## src/rtl/schm_pkg.sv

```systemverilog
// ----------------------------------------------------------------------------
// schm_pkg
// Shared types and constants of the same-channel hit time merger.
// ----------------------------------------------------------------------------
`default_nettype none
package schm_pkg;
  localparam int HIT_DEPTH = 64;
  localparam int CNT_W = $clog2(HIT_DEPTH + 1);
  localparam int ESUM_W = 24;
  localparam int TSUM_W = 48;
  localparam logic [15:0] WINDOW_RST = 16'd272;
  localparam logic OP_ADD = 1'b0;
  localparam logic OP_FLUSH = 1'b1;

  // one stored hit as it moves along the cell row
  typedef struct packed {
    logic                     used;
    logic [6:0]               channel;
    logic [ESUM_W-1:0]        esum;
    logic signed [TSUM_W-1:0] tsum;
  } hit_t;

  // digit broadcast to every cell
  typedef struct packed {
    logic              add;
    logic              clear;
    logic              shift;
    logic [6:0]        channel;
    logic signed [15:0] t;
    logic [15:0]       e;
    logic [15:0]       window;
  } bcast_t;
endpackage
`default_nettype wire

```

## src/rtl/schm_cell.sv

```systemverilog
// ----------------------------------------------------------------------------
// schm_cell
// One table cell: merge test and accumulate, plus shift towards the drain.
// ----------------------------------------------------------------------------
`default_nettype none
module schm_cell import schm_pkg::*; (
  input  wire logic   clk,
  input  wire logic   rst_n,
  input  wire bcast_t bc,
  input  wire hit_t   prev_hit,
  input  wire logic   open_here,
  output hit_t        hit,
  output logic        match
);
  hit_t hit_r, hit_nxt;
  logic signed [TSUM_W+1:0] te_r, lim_r, te2;
  logic signed [TSUM_W+1:0] diff;
  logic signed [TSUM_W+1:0] tsum_sum;
  logic [2:0]               tsum_top;
  logic [ESUM_W:0]          esum_sum;
  logic signed [32:0]       te_d;

  assign hit = hit_r;
  assign te_d = bc.t * $signed({1'b0, bc.e});

  // stage one: products registered; compare uses them
  always_ff @(posedge clk) begin
    te_r  <= (TSUM_W+2)'(bc.t * $signed({1'b0, hit_r.esum}));
    lim_r <= (TSUM_W+2)'($signed({1'b0, 40'(bc.window) * 40'(hit_r.esum)}));
  end

  always_comb begin
    diff = (TSUM_W+2)'(hit_r.tsum) - te_r;
    te2 = diff[TSUM_W+1] ? -diff : diff;
    match = bc.add && hit_r.used && (hit_r.channel == bc.channel) &&
            (bc.window != 16'd0) && (te2 < lim_r);
    esum_sum = {1'b0, hit_r.esum} + {{(ESUM_W-16+1){1'b0}}, bc.e};
    tsum_sum = (TSUM_W+2)'(hit_r.tsum) + (TSUM_W+2)'(te_d);
    tsum_top = tsum_sum[TSUM_W+1:TSUM_W-1];
    hit_nxt = hit_r;
    if (bc.clear) begin
      hit_nxt.used = 1'b0;
    end else if (bc.shift) begin
      hit_nxt = prev_hit;
    end else if (match) begin
      hit_nxt.esum = esum_sum[ESUM_W] ? '1 : esum_sum[ESUM_W-1:0];
      // saturate the weighted time sum to the signed 48-bit range
      if (tsum_top inside {3'b000, 3'b111})
        hit_nxt.tsum = tsum_sum[TSUM_W-1:0];
      else if (tsum_sum[TSUM_W+1])
        hit_nxt.tsum = {1'b1, {(TSUM_W-1){1'b0}}};
      else
        hit_nxt.tsum = {1'b0, {(TSUM_W-1){1'b1}}};
    end else if (open_here) begin
      hit_nxt.used = 1'b1;
      hit_nxt.channel = bc.channel;
      hit_nxt.esum = {{(ESUM_W-16){1'b0}}, bc.e};
      hit_nxt.tsum = TSUM_W'(te_d);
    end
  end

  // cell storage
  always_ff @(posedge clk) begin
    if (!rst_n) begin
      hit_r.used <= 1'b0;
    end else begin
      hit_r <= hit_nxt;
    end
  end
endmodule
`default_nettype wire

```

## config.mk

```make
export PLATFORM = sky130hd
export DESIGN_NAME = schm_cell
export DESIGN_NICKNAME = d
export VERILOG_FILES = /design/src/rtl/schm_pkg.sv /design/src/rtl/schm_cell.sv
export SDC_FILE = /design/constraint.sdc
export NUM_CORES = 2
export LEC_CHECK = 0
export CAP_MARGIN = 0
export CORE_MARGIN = 1.5
export CORE_UTILIZATION = 61
export DETAILED_ROUTE_END_ITERATION = 10
export DONT_BUFFER_PORTS = 1
export PLACE_DENSITY = 0.8
export SETUP_SLACK_MARGIN = 0.05
export SYNTH_ARGS = -nofsm -noshare
export SYNTH_HDL_FRONTEND = slang
export SYNTH_SLANG_ARGS = --single-unit
```

## constraint.sdc

```tcl
create_clock -name clk -period 10.9 [get_ports clk]
set_input_delay 0.545 -clock clk [delete_from_list [all_inputs] [get_ports clk]]
set_output_delay 0.545 -clock clk [all_outputs]
set_load 0.01 [all_outputs]
```

Word-level counts from Yosys, hierarchy flattened
Cells that the tools add are included.
{"block": "word_totals", "reg_bits": 161, "in_bits": 141, "out_inout_bits": 81, "elab_cells": 40}
{"block": "op_classes", "n_addsub": 4, "n_mul": 3, "order_cmp": 1, "n_eq_ne": 3, "muxes": 8, "bitwise_logic": 2, "reduce_logical": 13}
{"op": "80-bit 2-to-1 mux", "count": 2}
{"op": "48-bit 2-to-1 mux", "count": 2}
{"op": "72-bit 2-to-1 mux", "count": 1}
{"op": "50-bit by 41-bit less-than comparator with 1-bit output", "count": 1}
{"op": "50-bit 2-to-1 mux", "count": 1}
{"op": "49-bit negation with 50-bit output", "count": 1}
{"op": "48-bit by 33-bit adder with 49-bit output", "count": 1}
{"op": "48-bit by 41-bit subtractor with 49-bit output", "count": 1}
{"op": "16-bit by 25-bit multiplier with 41-bit output", "count": 1}
{"op": "16-bit by 24-bit multiplier with 40-bit output", "count": 1}
{"op": "16-bit by 17-bit multiplier with 33-bit output", "count": 1}
{"op": "24-bit by 16-bit adder with 25-bit output", "count": 1}
{"op": "24-bit 2-to-1 mux", "count": 1}
{"op": "16-bit nonzero test", "count": 1}
{"op": "8-bit 2-to-1 mux", "count": 1}
{"op": "7-bit == test", "count": 1}
{"op": "1-bit logical AND", "count": 4}
{"op": "4-bit AND reduction", "count": 1}
{"op": "2-bit nonzero test", "count": 2}
{"op": "3-bit == test, second input constant", "count": 1}
{"op": "3-bit logical NOT", "count": 1}
{"op": "3-bit AND reduction", "count": 1}
{"op": "3-bit nonzero test", "count": 1}
{"op": "2-bit inequality test, second input constant", "count": 1}
{"op": "3 further kinds", "count": 4}

Longest topological paths before layout
{"block": "logic_depth", "depth_word": 7, "ltp_mapped": 44, "ltp_nobuf": 41}

Worst setup path before layout
No wires, ideal clock.
{"block": "synth_timing", "path_kind": "reg2reg", "startpoint": "register hit_r (netlist bit hit[0])", "endpoint": "register hit_r (netlist bit hit[0]) (enable)", "setup_ns": 0.546, "t_arrival_ns": 10.182, "setup_slack_ns": 0.172, "path_stages_with_launch": 33, "period_less_slack_ns": 10.728, "cell_sequence": "edfxtp_1 > inv_1 > ha_1 > inv_1 > fa_1 > a211oi_2 > o21ai_2 > a31o_1 > a21oi_1 > xnor2_1 > or3_1 > or4b_1 > or2_2 > or3_1 > o21ai_0 > xor2_1 > ha_1 > a21o_1 > a21o_1 > a21oi_1 > nor2b_1 > o21ai_0 > o211ai_1 > a2111oi_0 > a21o_1 > a21oi_1 > nor4_1 > o311ai_0 > a2111oi_2 > nand4_1 > buf_2 > buf_1 > a31oi_1"}
{"block": "synth_between", "elab_chain_cells": 7}
{"element": "start: declaration", "line": "schm_cell.sv:15", "rtl": "hit_t hit_r, hit_nxt;"}
{"element": "start signal: assignment", "line": "schm_cell.sv:67", "rtl": "hit_r <= hit_nxt;"}
{"element": "48-bit by 41-bit subtractor with 49-bit output *", "line": "schm_cell.sv:33", "rtl": "diff = (TSUM_W+2)'(hit_r.tsum) - te_r;"}
{"element": "49-bit negation with 50-bit output", "line": "schm_cell.sv:34", "rtl": "te2 = diff[TSUM_W+1] ? -diff : diff;"}
{"element": "50-bit 2-to-1 mux *", "line": "schm_cell.sv:34"}
{"element": "50-bit by 41-bit less-than comparator with 1-bit output *", "line": "schm_cell.sv:36", "rtl": "(bc.window != 16'd0) && (te2 < lim_r);"}
{"element": "1-bit logical AND *", "line": "schm_cell.sv:36"}
{"element": "3-bit nonzero test (no source line) *"}
{"element": "3-bit AND reduction (no source line) *"}
Every way passes the cells marked *; elsewhere a longest branch is shown, timed or not.
A chain may end at the register's enable or synchronous reset.

Final worst setup path
{"block": "layout_timing", "startpoint": "register hit_r (netlist bit hit[5])", "endpoint": "register hit_r (netlist bit hit[64]), data pin"}
{"block": "layout_between", "elab_chain_cells": 7}
{"element": "48-bit by 41-bit subtractor with 49-bit output *", "line": "schm_cell.sv:33"}
{"element": "49-bit negation with 50-bit output", "line": "schm_cell.sv:34"}
{"element": "50-bit 2-to-1 mux *", "line": "schm_cell.sv:34"}
{"element": "50-bit by 41-bit less-than comparator with 1-bit output *", "line": "schm_cell.sv:36"}
{"element": "1-bit logical AND *", "line": "schm_cell.sv:36"}
{"element": "72-bit 2-to-1 mux *", "line": "schm_cell.sv:45", "rtl": "end else if (match) begin"}
{"element": "80-bit 2-to-1 mux *", "line": "schm_cell.sv:43", "rtl": "end else if (bc.shift) begin"}
Marks and branches as above.

==> key figures <==
Status
  • Status: finished clean

Critical path
  • Setup crit end kind: flop
  • Critical path buffer and inverter count: 2
  • Crit path DAT: around 11 ns
  • Crit path required time: roughly 11 ns
  • Slowest stage delay, CP: around 0.83 ns
  • Most used cell, CP: a21o_1
  • Kind of cell adding the most delay to the critical path: compound AO/OA/AOI/OAI gates
  • CP max-delay cell: a211oi_1
  • CP Launch Type: flop
  • Critical path class: flop to flop
  • Worst-path fanout max: 53

Layout
  • Layout fillers: between 6k and 7k
  • Area Growth Syn to Fin: 2.48%
  • Commonest non-fill, non-tap cell in the layout: inv_1
  • Share of cells above drive strength 1: 0.0257
  • Layout Cells excl Fill: between 6k and 7k
  • Most frequent cells in the layout: inv_1 (1,031), fa_1 (809), nand2_1 (790), ha_1 (525), and2_1 (427)
  • Final #Nets: 6,873
  • Core Util, Final: 0.632

Floorplanning
  • CORE AREA: just under 0.08 mm2
  • Die Span X: ~280 um
  • Die height: ~280 um
  • Full die area: between 0.07 and 0.08 mm2
  • Cell Rows: around 100
  • Top-Level Pins: about 220
  • Starting Density: 0.617

Yosys
  • Ys flop type: dfxtp_1
  • Top cell type's share of synthesized area: 0.339
  • Netlist cell types: 100
  • Post-Syn Area: roughly 0.048 mm2
  • Syn Inst Count: roughly 5.6k
  • Async SR Flop Fraction: 0
  • Synth Net Count: between 7k and 8k
  • Synth area leaders: fa_1 (34%), ha_1 (14%), inv_1 (8.1%)
  • Register area share after synthesis: 0.0840
  • FF+latch count, synth: ~160
  • Synth area leader: fa_1
  • Mapped Avg Cell Area: between 8 and 9 um2
  • Synth warnings: 0
  • Number of flops mapped to enable cells by yosys: between 70 and 80

Route
  • Vias post-DR: just under 40k
  • First drt pass iteration count: 6
  • Post-route ant nets: 0
  • WL final: approximately 140 mm
  • Post-DR vias/cell: ~6.0
  • Starting DRT DRC Count: 3,218
  • DRC: 0
  • Wire per inst: 21.7 um

Clocking
  • Clk root buf: clkbuf_16
  • CTS tree: done
  • Clock transition at path regs: 0.10 ns
  • Post_cts resized: 0
  • H-Tree Depth: 4
  • Worst skew pair latency: around 0.50 ns
  • Num CTS Buffers: 17
  • CTS Buffer Depth: 2
  • Postcts setup bufs: 0
  • CTS sink cnt: about 160
  • CTS hold repair buffers: 0

Timing
  • Tcrit/Tclk final: 0.938
  • Layout Skew: 0.0267 ns
  • Max Clk Rate: 0.0978 GHz
  • Slew @ Worst Pin: roughly 1.1 ns
  • Hold Violations, Final: 0
  • Setup violators final: 0
  • Slew headroom: 0.291
  • Fin crit period: 10.22 ns
  • Max-slew violations: 0
  • RSZ-0062 raised after global routing: false
  • Setup TNS: 0 ns

Min path
  • Min-Delay Path Class: input port to flop

Place
  • Placer Congestion: between 0.9 and 1
  • Placed cells: roughly 6.4k
  • DP Wirelength: approximately 110 mm
  • I/O Buffers: 0

Global route
  • Antenna violations before repair: 6
  • Total global-route track usage: 0.361
  • Vias in the first global route: about 40k
  • First-pass GRT wire length: roughly 220 mm
  • Global route overflow: 0
  • Largest net degree at the start of global routing: 116

Run
  • Max Cap Viol: 0
==> synth_stat cells, types with 8 or more instances <==
| library cell | n |
|---|---|
| o21ai_0 | 117 |
| xnor2_1 | 152 |
| fa_1 | 809 |
| and2_1 | 427 |
| o31ai_1 | 28 |
| clkbuf_1 | 245 |
| or2_2 | 15 |
| a2111oi_0 | 9 |
| nand3_1 | 60 |
| buf_2 | 10 |
| a21boi_0 | 12 |
| o21ai_1 | 20 |
| and3_1 | 32 |
| or4_1 | 8 |
| nor2_1 | 201 |
| o21bai_1 | 28 |
| or3_1 | 35 |
| nand2b_1 | 47 |
| o21a_1 | 29 |
| nand4_1 | 25 |
| o211ai_1 | 28 |
| ha_1 | 525 |
| a21o_1 | 90 |
| a211oi_1 | 23 |
| a211o_1 | 12 |
| a21oi_1 | 195 |
| nor4_1 | 20 |
| edfxtp_1 | 79 |
| a31oi_1 | 49 |
| nor2b_1 | 34 |
| mux2i_1 | 31 |
| o2111ai_1 | 13 |
| xor2_1 | 82 |
| nand2_1 | 790 |
| inv_1 | 1031 |
| nor3_1 | 64 |
| dfxtp_1 | 82 |
==> per-stage QoR <==
step           worst slack (ns)  cell area (um2)  hold slack, ns
2_1_floorplan             0.172            47800           0.500
3_3_place_gp              0.647            48400           0.659
3_5_place_dp              0.423            48400           0.662
4_1_cts                   0.935            48900           0.175
5_1_grt                   0.156            48900           0.185
6_report                  0.676            48900           0.192
==> registers in the layout, summed over array words and instances, names as in the netlist <==
signal and flops:
hit 80, te_r 41, lim_r 40
==> path summary, 6_finish.rpt <==
check	start	to	slack [ns]	cells after the start
max	hit[5]	hit[64]	0.68	29
min	bc[32]	te_r[0]	0.19	1
max reg2reg	hit[5]	hit[64]	0.68	29
min reg2reg	hit[79]	hit[79]	0.69	2
==> layer usage <==
layer,global-route usage,routed length (um),up-vias
met3,0.108,16700,381
met1,0.468,54200,19000
met2,0.559,61800,2058
met5,0.0122,99,-
met4,0.163,7390,6
li1,-,-,17300
==> cells by family (layout without fill, tap and decap cells) <==
| logic type | Yosys count | in the layout | synth area share |
|---|---|---|---|
| flops | 161 | 161 | 0.0840 |
| fa+ha+maj | 1334 | 1334 | 0.477 |
| mux | 38 | 38 | 0.00815 |
| buf+inv | 1299 | 1107 | 0.103 |
| xor+xnor | 234 | 234 | 0.0429 |
| simple gates | 1792 | 1792 | 0.182 |
| compound gates | 745 | 745 | 0.104 |
| other cells | 0 | 5 | 0 |
==> layout make-up <==
type	instances	area, um2	area share
antenna	5	12.5	0.000256
tap	1040	1300	0.0266
inverter	1032	3870	0.0791
multi-input combinational	4143	38900	0.794
clock inverter	14	143	0.00291
sequential	161	4010	0.0820
clock buffer	18	429	0.00877
timing repair buffer	43	323	0.00659
Power is not shown: default switching activity piles up to over one toggle a cycle in this logic, so the estimate is an artifact.
