**src/rtl/schm_pkg.sv**
```systemverilog
// ----------------------------------------------------------------------------
// schm_pkg
// Shared types and constants of the same-channel hit time merger.
// ----------------------------------------------------------------------------
`default_nettype none
package schm_pkg;
  localparam int HIT_DEPTH = 64;
  localparam int CNT_W = $clog2(HIT_DEPTH + 1);
  localparam int ESUM_W = 24;
  localparam int TSUM_W = 48;
  localparam logic [15:0] WINDOW_RST = 16'd272;
  localparam logic OP_ADD = 1'b0;
  localparam logic OP_FLUSH = 1'b1;

  // one stored hit as it moves along the cell row
  typedef struct packed {
    logic                     used;
    logic [6:0]               channel;
    logic [ESUM_W-1:0]        esum;
    logic signed [TSUM_W-1:0] tsum;
  } hit_t;

  // digit broadcast to every cell
  typedef struct packed {
    logic              add;
    logic              clear;
    logic              shift;
    logic [6:0]        channel;
    logic signed [15:0] t;
    logic [15:0]       e;
    logic [15:0]       window;
  } bcast_t;
endpackage
`default_nettype wire

```
**src/rtl/schm_div.sv**
```systemverilog
// ----------------------------------------------------------------------------
// schm_div
// Restoring divider, one quotient bit a cycle, truncating and saturating.
// ----------------------------------------------------------------------------
`default_nettype none
module schm_div import schm_pkg::*; (
  input  wire logic                     clk,
  input  wire logic                     rst_n,
  input  wire logic                     start,
  input  wire logic signed [TSUM_W-1:0] num,
  input  wire logic [ESUM_W-1:0]        den,
  output logic                          done,
  output logic signed [15:0]            quot
);
  localparam int STEP_W = $clog2(TSUM_W + 1);
  logic [TSUM_W-1:0] q_r, q_nxt;
  logic [ESUM_W:0]   rem_r, rem_nxt;
  logic [ESUM_W-1:0] den_r;
  logic              neg_r, busy_r;
  logic [STEP_W-1:0] cnt_r;
  logic [ESUM_W:0]   trial;
  logic [TSUM_W:0]   mag;

  // one shift-subtract step
  always_comb begin
    trial = {rem_r[ESUM_W-1:0], q_r[TSUM_W-1]};
    q_nxt = {q_r[TSUM_W-2:0], 1'b0};
    rem_nxt = trial;
    if (trial >= {1'b0, den_r}) begin
      rem_nxt = trial - {1'b0, den_r};
      q_nxt[0] = 1'b1;
    end
    mag = neg_r ? -{1'b0, q_r} : {1'b0, q_r};
    if (!neg_r && q_r > TSUM_W'(32767)) quot = 16'sd32767;
    else if (neg_r && q_r > TSUM_W'(32768)) quot = -16'sd32768;
    else quot = mag[15:0];
  end

  always_ff @(posedge clk) begin
    if (!rst_n) begin
      busy_r <= 1'b0;
      done <= 1'b0;
    end else begin
      done <= 1'b0;
      if (start) begin
        busy_r <= 1'b1;
        cnt_r <= STEP_W'(TSUM_W);
        neg_r <= num[TSUM_W-1];
        q_r <= num[TSUM_W-1] ? -num : num;
        rem_r <= '0;
        den_r <= den;
      end else if (busy_r) begin
        q_r <= q_nxt;
        rem_r <= rem_nxt;
        cnt_r <= cnt_r - 1'b1;
        if (cnt_r == STEP_W'(1)) begin
          busy_r <= 1'b0;
          done <= 1'b1;
        end
      end
    end
  end
endmodule
`default_nettype wire

```
**config.mk**
```make
export PLATFORM = sky130hd
export DESIGN_NAME = schm_div
export DESIGN_NICKNAME = d
export VERILOG_FILES = /design/src/rtl/schm_pkg.sv /design/src/rtl/schm_div.sv
export SDC_FILE = /design/constraint.sdc
export NUM_CORES = 1
export LEC_CHECK = 0
export ABC_AREA = 1
export CORE_AREA = 3 3 125 127
export CTS_CLUSTER_DIAMETER = 50
export DETAILED_ROUTE_END_ITERATION = 10
export DIE_AREA = 0 0 128 130
export DONT_BUFFER_PORTS = 1
export GPL_TIMING_DRIVEN = 0
export PLACE_DENSITY = 0.73
export SLEW_MARGIN = 20
export SYNTH_ARGS = -nofsm -noshare
export SYNTH_HDL_FRONTEND = slang
export SYNTH_SLANG_ARGS = --single-unit
```
**constraint.sdc**
```tcl
create_clock -name clk -period 5.2 [get_ports clk]
set_clock_uncertainty 0.05 [all_clocks]
set_input_delay 1.04 -clock clk [delete_from_list [all_inputs] [get_ports clk]]
set_output_delay 1.04 -clock clk [all_outputs]
set_load 0.005 [all_outputs]
```
**After elaboration in Yosys (flattened, before gate mapping)**

Cells that the tools add are included.

- Register bits: 105
- Output and inout port bits: 17

- Add/sub/neg operators: 4
- Magnitude comparators: 3
- Equal/unequal tests: 1
- Mux-type cells: 14
- Bitwise operators: 2
- Reduce and logical (&&, ||, !) cells: 7

Operators by type and width:

| kind | count |
|---|---|
| $mux W48 | 3 |
| $gt A48 B15 Y1 const B | 1 |
| $gt A48 B16 Y1 const B | 1 |
| $mux W16 | 3 |
| $mux W24 | 2 |
| $neg A48 Y48 | 1 |
| $ge A25 B24 Y1 | 1 |
| $sub A24 B24 Y24 | 1 |
| $neg A16 Y16 | 1 |
| $eq A6 B1 Y1 const B | 1 |
| $mux W6 | 1 |
| $sub A6 B1 Y6 const B | 1 |
| $mux W1 | 5 |
| $reduce_and A2 Y1 | 2 |
| $reduce_or A3 Y1 | 1 |
| $logic_and A1 B1 Y1 | 2 |
| $not A1 Y1 | 2 |
| $reduce_bool A2 Y1 | 1 |
| $logic_not A1 Y1 | 1 |

**Depth between registers and ports, before layout**

Gate-level depths: netlist of run 1.

- Word-level depth: 4
- Gate-level depth with buffers: 15
- Mapped depth without buffers: 15

**Worst setup path before layout of run 1**

OpenSTA, ideal clock, no wires.

- Path type: input to register
- Start point: input port start
- End point: register cnt_r[0], enable pin
- Library setup time: 0.439 ns
- Arrival: 3.088 ns
- Data required time: 4.711 ns
- Path slack: 1.623 ns
- Stages: 3
- Path buffers: 1
- Cell sequence: clkbuf_1 nand2_1 nand2_1

- Word-level cells in the longest chain between the ends: 2

RTL lines:

| item | RTL line | RTL |
|---|---|---|
| from (decl) | schm_div.sv:9 | `input wire logic start,` |
| $reduce_bool A2 Y1 (no line) | - |  |
| $reduce_and A2 Y1 (no line) | - |  |
| to (signal assigned) | schm_div.sv:47 | `cnt_r <= STEP_W'(TSUM_W);` |
| to (signal assigned) | schm_div.sv:55 | `cnt_r <= cnt_r - 1'b1;` |
| to (decl) | schm_div.sv:20 | `logic [STEP_W-1:0] cnt_r;` |

Every way passes these cells.
A chain may end at the register's enable or synchronous reset.

**Worst setup path after layout of run 1**

- Start point: register q_r[0]
- End point: output port quot[9]

- Word-level cells in the longest chain between the ends: 4
- Elaborated cells on any way between the ends: 8
- Classes of those cells: add/sub: 1; order compare: 2; mux: 3; reduce/logical: 2

RTL lines:

| item | RTL line | RTL |
|---|---|---|
| from (decl) | schm_div.sv:16 | `logic [TSUM_W-1:0] q_r, q_nxt;` |
| from (signal assigned) | schm_div.sv:49 | `q_r <= num[TSUM_W-1] ? -num : num;` |
| from (signal assigned) | schm_div.sv:53 | `q_r <= q_nxt;` |
| $gt A48 B16 Y1 or $neg A16 Y16 (tied branches) | schm_div.sv:35, schm_div.sv:33 |  |
| $logic_and A1 B1 Y1 or $mux W16 (tied branches) | schm_div.sv:35, schm_div.sv:33 |  |
| $mux W16 | schm_div.sv:35 | `else if (neg_r && q_r > TSUM_W'(32768)) quot = -16'sd32768;` |
| $mux W16 (*) | schm_div.sv:34 | `if (!neg_r && q_r > TSUM_W'(32767)) quot = 16'sd32767;` |
| to (decl) | schm_div.sv:13 | `output logic signed [15:0] quot` |

Mark *: on every way between the ends. The rest lies on a longest branch, timed or not.

==> qor.json, run 1 <==
{
  "cts_post_setup_buffers_inserted": 0,
  "insertedDiodeCount": 0,
  "synth_edf_count": 103,
  "asyncSetResetFlopFracSynth_pct": 0,
  "worstMarginPinSlew_ps": 1010,
  "die_x_um": 128,
  "cp_top_family": "simple AND/OR/NAND/NOR gates",
  "io_pins": 92,
  "clkTransAtPathRegs_ps": 80,
  "sequential_cell_area_um2": 3130,
  "drt_iter0_drc": 578,
  "place_area_um2": 8790,
  "synthesis.area_per_instance_um2": 6.76,
  "path_buf_inv": 2,
  "power_leakage_nw": 4.43,
  "final_period_minus_worst_setup_slack_ps": 3340,
  "path_cells": "inv_1 -> ha_1 -> nand4_1 -> nor2_1 -> nand2_1 -> nor2_1 -> nand3_1 -> nand2_1 -> buf_4 -> nand2_1 -> nand2_1",
  "cts-hold-fix-buffers": 0,
  "mapped_area_um2": 8520,
  "detailed_place_hpwl_mm": 17.8,
  "placement_rows": 44,
  "post_cts.resized_instances": 0,
  "cp_max_fo": 10,
  "run_status": "completed",
  "dr.pass1.iters": 5,
  "ys_seq_area_share_pct": 36.8,
  "area_growth_pct": 6.77,
  "global_route.usage.total_pct": 27.2,
  "finalInstanceArea_um2": 9100,
  "num-fill-cells": 1443,
  "gpl.final_weighted_congestion": 0.940,
  "worstSetupEndpointType": "primary output",
  "postRouteAntennaNets": 0,
  "setup_total_negative_slack_ps": 0,
  "yosys_warnings": 0,
  "floorplan.initialDensity_pct": 58.6,
  "power.ir.vdd_worst_uv": 195,
  "routed_wire_length_per_instance_um": 15.2,
  "hold_path.startpoint": "busy_r",
  "synth.most_common_cell": "sky130_fd_sc_hd__nand2_1",
  "crit_top_cell": "sky130_fd_sc_hd__nand2_1",
  "vias_per_cell": 5.31,
  "power-per-cell-area_nw_per_um2": 289,
  "synthDominantCellAreaShare_pct": 36.3,
  "crit_path_from": "q_r[0]",
  "die-area_um2": 16600,
  "drv_slew": 0,
  "crit_reg_reg_startpoint": "q_r[47]",
  "finish.net_count": 1377,
  "grt_overflow": 0,
  "cts-buffers-inserted": 9,
  "crit_path_max_incr_delay_ps": 410,
  "setup_repair_after_global_routing_missed_its_margin": "false",
  "tritoncts": "done",
  "pin_count_of_the_biggest_net_entering_global_routing": 53,
  "critical_path_required_ps": 4110,
  "multi_input_comb_area_um2": 4470,
  "h-tree-depth": 3,
  "synthDistinctLibCells": 40,
  "first_pass_grt_wire_length_mm": 35.6,
  "core_utilization_of_the_finished_layout_pct": 62.6,
  "clock_sink_count": 105,
  "max-clock-path-buffers": 2,
  "ctsRootBufferMaster": "sky130_fd_sc_hd__clkbuf_16",
  "critPathSlowestCell": "sky130_fd_sc_hd__edfxtp_1",
  "worst_hold_path_type": "reg2reg",
  "routed_wirelength_mm": 22.2,
  "syn_nets": 1365,
  "final_layout_size_suffix_gt1_share_pct": 5.56,
  "syn_inst": 1261,
  "timing.final.setup_violations": 0,
  "postSynthRegisterBits": 105,
  "layout_worst_path_cycle_share_pct": 64.2,
  "primary_flip_flop_cell_chosen_by_synthesis_mapping": "sky130_fd_sc_hd__edfxtp_1",
  "via_count_of_the_first_global_routing_pass": 7401,
  "finalHoldViolations": 0,
  "fp.coreArea_um2": 14500,
  "worst_ep_arrival_time_ps": 2250,
  "clock.fmax_mhz": 300,
  "synth.top_cells.by_area": "sky130_fd_sc_hd__edfxtp_1 36%, sky130_fd_sc_hd__nand2_1 18%, sky130_fd_sc_hd__inv_1 8.8%",
  "cap_viol_max_count": 0,
  "synthTopCellsByCount": "413 x sky130_fd_sc_hd__nand2_1, 199 x sky130_fd_sc_hd__inv_1, 173 x sky130_fd_sc_hd__nor2_1",
  "clk-insertion-delay-late_ps": 360,
  "number_of_buffers_added_on_ports": 0,
  "die-height_um": 130,
  "synthDominantAreaCellType": "sky130_fd_sc_hd__edfxtp_1",
  "initial_antenna_violation_count": 1,
  "timing_worst_setup_path_type": "reg2out",
  "startpoint_type": "flip-flop",
  "maxSlewHeadroom_pct": 32.6,
  "num_vias": 7767,
  "drc": 0
}
-- cell families (layout without fill, tap and decap cells) --
family / after synthesis / after routing / synth area share [%]
AO/OA/AOI/OAI: 77 / 77 / 4.93
adder cells (fa/ha/maj): 29 / 29 / 4.35
flip-flops: 105 / 105 / 36.8
AND/OR/NAND/NOR: 776 / 776 / 39.0
XOR/XNOR: 39 / 39 / 4.01
buffers and inverters: 235 / 252 / 10.9
-- state kept, by name (all words and copies together) (netlist names) --
name and count:
done 1, den_r 24, neg_r 1, cnt_r 6, busy_r 1, q_r 48
rem_r 24
-- worst paths after layout --
path	endpoint	slack, ps	cells after the start
worst max-delay path	quot[9]	1860	11
worst min-delay path	done	490	2
worst max register to register	rem_r[16]	2780	15
worst min register to register	done	490	2
-- where the power goes --
group | switching, mW | internal [mW]
Clock | 0.310 | 0.420
Combinational | 0.544 | 0.275
Sequential | 0.0425 | 1.04
-- layout make-up --
cell class                 count  share of cell area (%)
timing repair buffer           1                   0.302
buffer                        28                    1.68
clock inverter                 6                   0.907
tap                          184                    2.53
clock buffer                  10                    2.52
inverter                     207                    8.54
multi-input combinational    921                    49.1
sequential                   105                    34.4
-- stage by stage --
stage	std cells	hold slack, ps	power, mW	setup WS, ps
global route	1462	509	2.80	1620
floorplan	1261	380	1.73	1620
global placement	1445	388	1.90	557
CTS	1462	490	2.64	1860
detailed placement	1446	479	1.92	2120
finish	1462	486	2.63	1860
-- tightest hold or removal path, delay by kind of cell, from the launching register on --
kind	cells	cell delay, ps
and+or+nand+nor	2	190
DFF	1	310
-- metal layers --
layer | vias up | global-route usage, % | wire length [um] | share of wire [%]
met5 | - | 0 | 16 | 0.072
met4 | 2 | 10.8 | 695 | 3.1
met3 | 45 | 4.50 | 1070 | 4.8
met2 | 185 | 46.5 | 10700 | 48
met1 | 3512 | 34.5 | 9700 | 44
li1 | 4023 | - | - | -
-- cell usage in the layout (no fill, tap or decap), types with 6 or more instances in the layout --
| cell | instances |
|---|---|
| sky130_fd_sc_hd__nand3b_1 | 8 |
| sky130_fd_sc_hd__or2_2 | 6 |
| sky130_fd_sc_hd__inv_2 | 7 |
| sky130_fd_sc_hd__nand2_1 | 412 |
| sky130_fd_sc_hd__nand2_2 | 6 |
| sky130_fd_sc_hd__inv_1 | 198 |
| sky130_fd_sc_hd__ha_1 | 28 |
| sky130_fd_sc_hd__nand3_1 | 108 |
| sky130_fd_sc_hd__clkbuf_1 | 13 |
| sky130_fd_sc_hd__nand4_1 | 31 |
| sky130_fd_sc_hd__edfxtp_1 | 103 |
| sky130_fd_sc_hd__o21ai_0 | 42 |
| sky130_fd_sc_hd__a21oi_1 | 19 |
| sky130_fd_sc_hd__nand3_2 | 13 |
| sky130_fd_sc_hd__nor3_1 | 6 |
| sky130_fd_sc_hd__clkbuf_16 | 9 |
| sky130_fd_sc_hd__xor2_1 | 34 |
| sky130_fd_sc_hd__nor2_1 | 173 |
Note: power is estimated with default switching activity, not from simulation.
==> run 2: changes to the inputs <==
--- a/config.mk
+++ b/config.mk
@@ -12,7 +12,7 @@
 export DIE_AREA = 0 0 128 130
 export DONT_BUFFER_PORTS = 1
 export GPL_TIMING_DRIVEN = 0
-export PLACE_DENSITY = 0.73
+export PLACE_DENSITY = 0.76
 export SLEW_MARGIN = 20
 export SYNTH_ARGS = -nofsm -noshare
 export SYNTH_HDL_FRONTEND = slang
==> constraint.sdc (replaced) <==
create_clock -name clk -period 2.7 [get_ports clk]
set_clock_uncertainty 0.05 [all_clocks]
set_input_delay 0.54 -clock clk [delete_from_list [all_inputs] [get_ports clk]]
set_output_delay 0.54 -clock clk [all_outputs]
set_load 0.005 [all_outputs]
==> run 2 against run 1 <==
Net effect:
- flip-flop and latch count unchanged
- worst hold slack got worse by 260 ps
- power increased by 96%
- wire length increased by 2.8%
- count of clock-buffer cells in the layout decreased by 1
- combinational power increased by 99%
- critical path depth unchanged
- critical path type unchanged
==> qor.json, run 2 (same netlist as run 1, synthesis figures left out) <==
{
  "run_status": "completed",
  "layout.cells.most_common_list": "389 x sky130_fd_sc_hd__nand2_1, 195 x sky130_fd_sc_hd__inv_1, 171 x sky130_fd_sc_hd__nor2_1",
  "whs_path_depth": {"value": 0, "change": "-2"},
  "finalHoldViolations": {"value": 0, "change": "unchanged"},
  "cts-hold-fix-buffers": {"value": 0, "change": "unchanged"},
  "worst_hold_path_type": "in2reg",
  "num_vias": {"value": 7930, "change": "+2.1%"},
  "gpl.final_weighted_congestion": {"value": 0.945, "change": "+0.49%"},
  "fp.coreArea": {"value": 14500, "unit": "um^2", "change": "unchanged"},
  "cp_max_fo": {"value": 5, "change": "-5"},
  "io_pins": {"value": 92, "change": "unchanged"},
  "number_of_buffers_added_on_ports": {"value": 0, "change": "unchanged"},
  "largest_reg_flops": {"value": 48, "change": "unchanged"},
  "timing.final.setup_violations": {"value": 0, "change": "unchanged"},
  "critical_path.reg2reg.endpoint": "rem_r[16]",
  "cts-buffers-inserted": {"value": 9, "change": "unchanged"},
  "totalPowerFinal": {"value": 5.15, "unit": "mW", "change": "+96%"},
  "maxSlewHeadroom": {"value": 47.0, "unit": "%", "change": "+14 points"},
  "cap_viol_max_count": {"value": 0, "change": "unchanged"},
  "initial_antenna_violation_count": {"value": 1, "change": "unchanged"},
  "area_growth_pct": 8.59,
  "critical_path_required": {"value": 2110, "unit": "ps", "change": "-2000 ps"},
  "dr.pass1.iters": {"value": 5, "change": "unchanged"},
  "finish.net_count": {"value": 1385, "change": "+0.58%"},
  "clkTransAtPathRegs": {"value": 70, "unit": "ps", "change": "about the same"},
  "startpoint_type": "flip-flop",
  "layout_worst_path_cycle_share_pct": 97.5,
  "final_period_minus_worst_setup_slack_ps": 2630,
  "clock.fmax_mhz": 380,
  "power.ir.vdd_worst": {"value": 334, "unit": "uV", "change": "+71%"},
  "hold_path_end": "den_r[23]",
  "setup_repair_after_global_routing_missed_its_margin": "true",
  "crit_reg_reg_startpoint": "q_r[47]",
  "drv_slew": {"value": 0, "change": "unchanged"},
  "ctsRootBufferMaster": "sky130_fd_sc_hd__clkbuf_16",
  "worst_ep_arrival_time": {"value": 2040, "unit": "ps", "change": "-210 ps"},
  "timing_worst_setup_path_type": "reg2out",
  "final_layout_size_suffix_gt1_share": {"value": 8.48, "unit": "%", "change": "+2.9 points"},
  "detailed_place_hpwl": {"value": 18.0, "unit": "mm", "change": "+1.2%"},
  "grt_overflow": {"value": 0, "change": "unchanged"},
  "tritoncts": "done",
  "power-per-cell-area": {"value": 557, "unit": "nW/um^2", "change": "+92%"},
  "routed_wire_length_per_instance": {"value": 15.6, "unit": "um", "change": "+2.3%"},
  "insertedDiodeCount": {"value": 0, "change": "unchanged"},
  "postRouteAntennaNets": {"value": 0, "change": "unchanged"},
  "worstSetupEndpointType": "primary output",
  "routed_wirelength": {"value": 22.9, "unit": "mm", "change": "+2.8%"},
  "power_leakage": {"value": 4.48, "unit": "nW", "change": "+1.0%"},
  "largest-register": "q_r",
  "pin_count_of_the_biggest_net_entering_global_routing": {"value": 50, "change": "-5.7%"},
  "first_pass_grt_wire_length": {"value": 36.8, "unit": "mm", "change": "+3.3%"},
  "worstMarginPinSlew": {"value": 794, "unit": "ps", "change": "-211 ps"},
  "top_regs": "q_r: 48 flops, den_r: 24 flops, rem_r: 24 flops",
  "vias_per_cell": {"value": 5.39, "change": "+1.5%"},
  "hold_path.startpoint": "den[23]",
  "clock_sink_count": {"value": 105, "change": "unchanged"},
  "h-tree-depth": {"value": 3, "change": "unchanged"},
  "max-clock-path-buffers": {"value": 2, "change": "unchanged"},
  "die-height": {"value": 130, "unit": "um", "change": "unchanged"},
  "drc": {"value": 0, "change": "unchanged"},
  "layout_commonest_cell": "sky130_fd_sc_hd__nand2_1",
  "setup_total_negative_slack": {"value": 0, "unit": "ps", "change": "unchanged"},
  "clk-insertion-delay-late": {"value": 360, "unit": "ps", "change": "about the same"},
  "die-area": {"value": 16600, "unit": "um^2", "change": "unchanged"},
  "floorplan.initialDensity": {"value": 58.6, "unit": "%", "change": "unchanged"},
  "reg2reg_depth": {"value": 15, "change": "unchanged"},
  "global_route.usage.total": {"value": 28.1, "unit": "%", "change": "+0.90 points"},
  "die_x": {"value": 128, "unit": "um", "change": "unchanged"},
  "via_count_of_the_first_global_routing_pass": {"value": 7577, "change": "+2.4%"},
  "drt_iter0_drc": {"value": 681, "change": "+18%"},
  "r2r_setup_slk": {"value": 260, "unit": "ps", "change": "-2520 ps"},
  "placement_rows": {"value": 44, "change": "unchanged"}
}
==> run 2: metal layers <==
metal,vias to the layer above,track usage [%],part of all wire (%)
li1,4049,-,-
met1,3586,35.4,43
met2,234,47.5,48
met3,59,4.87,5.6
met4,2,12.6,3.8
met5,-,0,0.061
==> run 2: per-stage QoR <==
stage	area (um^2)	setup slack (ps)	std cells	utilization, %	hold WS (ps)
global placement	8760	-340	1445	60.2	407
detailed placement	8790	99.3	1446	60.5	465
finish	9260	66.5	1470	63.7	222
floorplan	8530	362	1261	-	399
CTS	9130	25.2	1465	62.8	214
global route	9260	-63.5	1470	63.7	212
==> run 2: worst max-delay path by stage <==
stage	startpoint	end	slack, ps	depth (start not counted)
after floorplan	start	cnt_r[0]	360	3
after global placement	start	q_r[4]	-340	3
after detailed placement	start	den_r[10]	100	3
after CTS	q_r[0]	quot[8]	30	11
after global routing	q_r[0]	quot[2]	-60	11
final	q_r[0]	quot[10]	70	11
==> run 2: timing repair <==
| action | 4_1_cts | 5_1_grt |
|---|---|---|
| setup buffers | 3 | 4 |
| setup endpoints to repair | 12 | 16 |
| gates resized for setup | 1 | 35 |
| gates cloned | 0 | 1 |
| pin swaps | 3 | 5 |
==> run 2: worst max-delay path, stage by stage (launching register included) <==
cell                       delay (ps)
sky130_fd_sc_hd__edfxtp_1         430
sky130_fd_sc_hd__inv_2            110
sky130_fd_sc_hd__ha_4             140
sky130_fd_sc_hd__nand4_1          110
sky130_fd_sc_hd__nor2_1           150
sky130_fd_sc_hd__nand2_1          110
sky130_fd_sc_hd__nor2_2           120
sky130_fd_sc_hd__nand3_1           90
sky130_fd_sc_hd__nand2_2          140
sky130_fd_sc_hd__buf_6            140
sky130_fd_sc_hd__nand2_2           60
sky130_fd_sc_hd__nand2_2           80
==> run 2: where the power goes <==
part           total [mW]  internal (mW)  switching, mW
clock                1.43          0.814          0.617
combinational        1.63          0.550           1.08
sequential           2.09           2.01         0.0831
==> run 2: final cells by class <==
| type | count | area (um^2) |
|---|---|---|
| Buffer | 28 | 159 |
| Clock buffer | 9 | 225 |
| Clock inverter | 7 | 92.6 |
| Fill cell | 1412 | 5280 |
| Inverter | 207 | 777 |
| Multi-Input combinational cell | 921 | 4540 |
| Sequential cell | 105 | 3130 |
| Tap cell | 184 | 230 |
| Timing Repair Buffer | 9 | 95.1 |
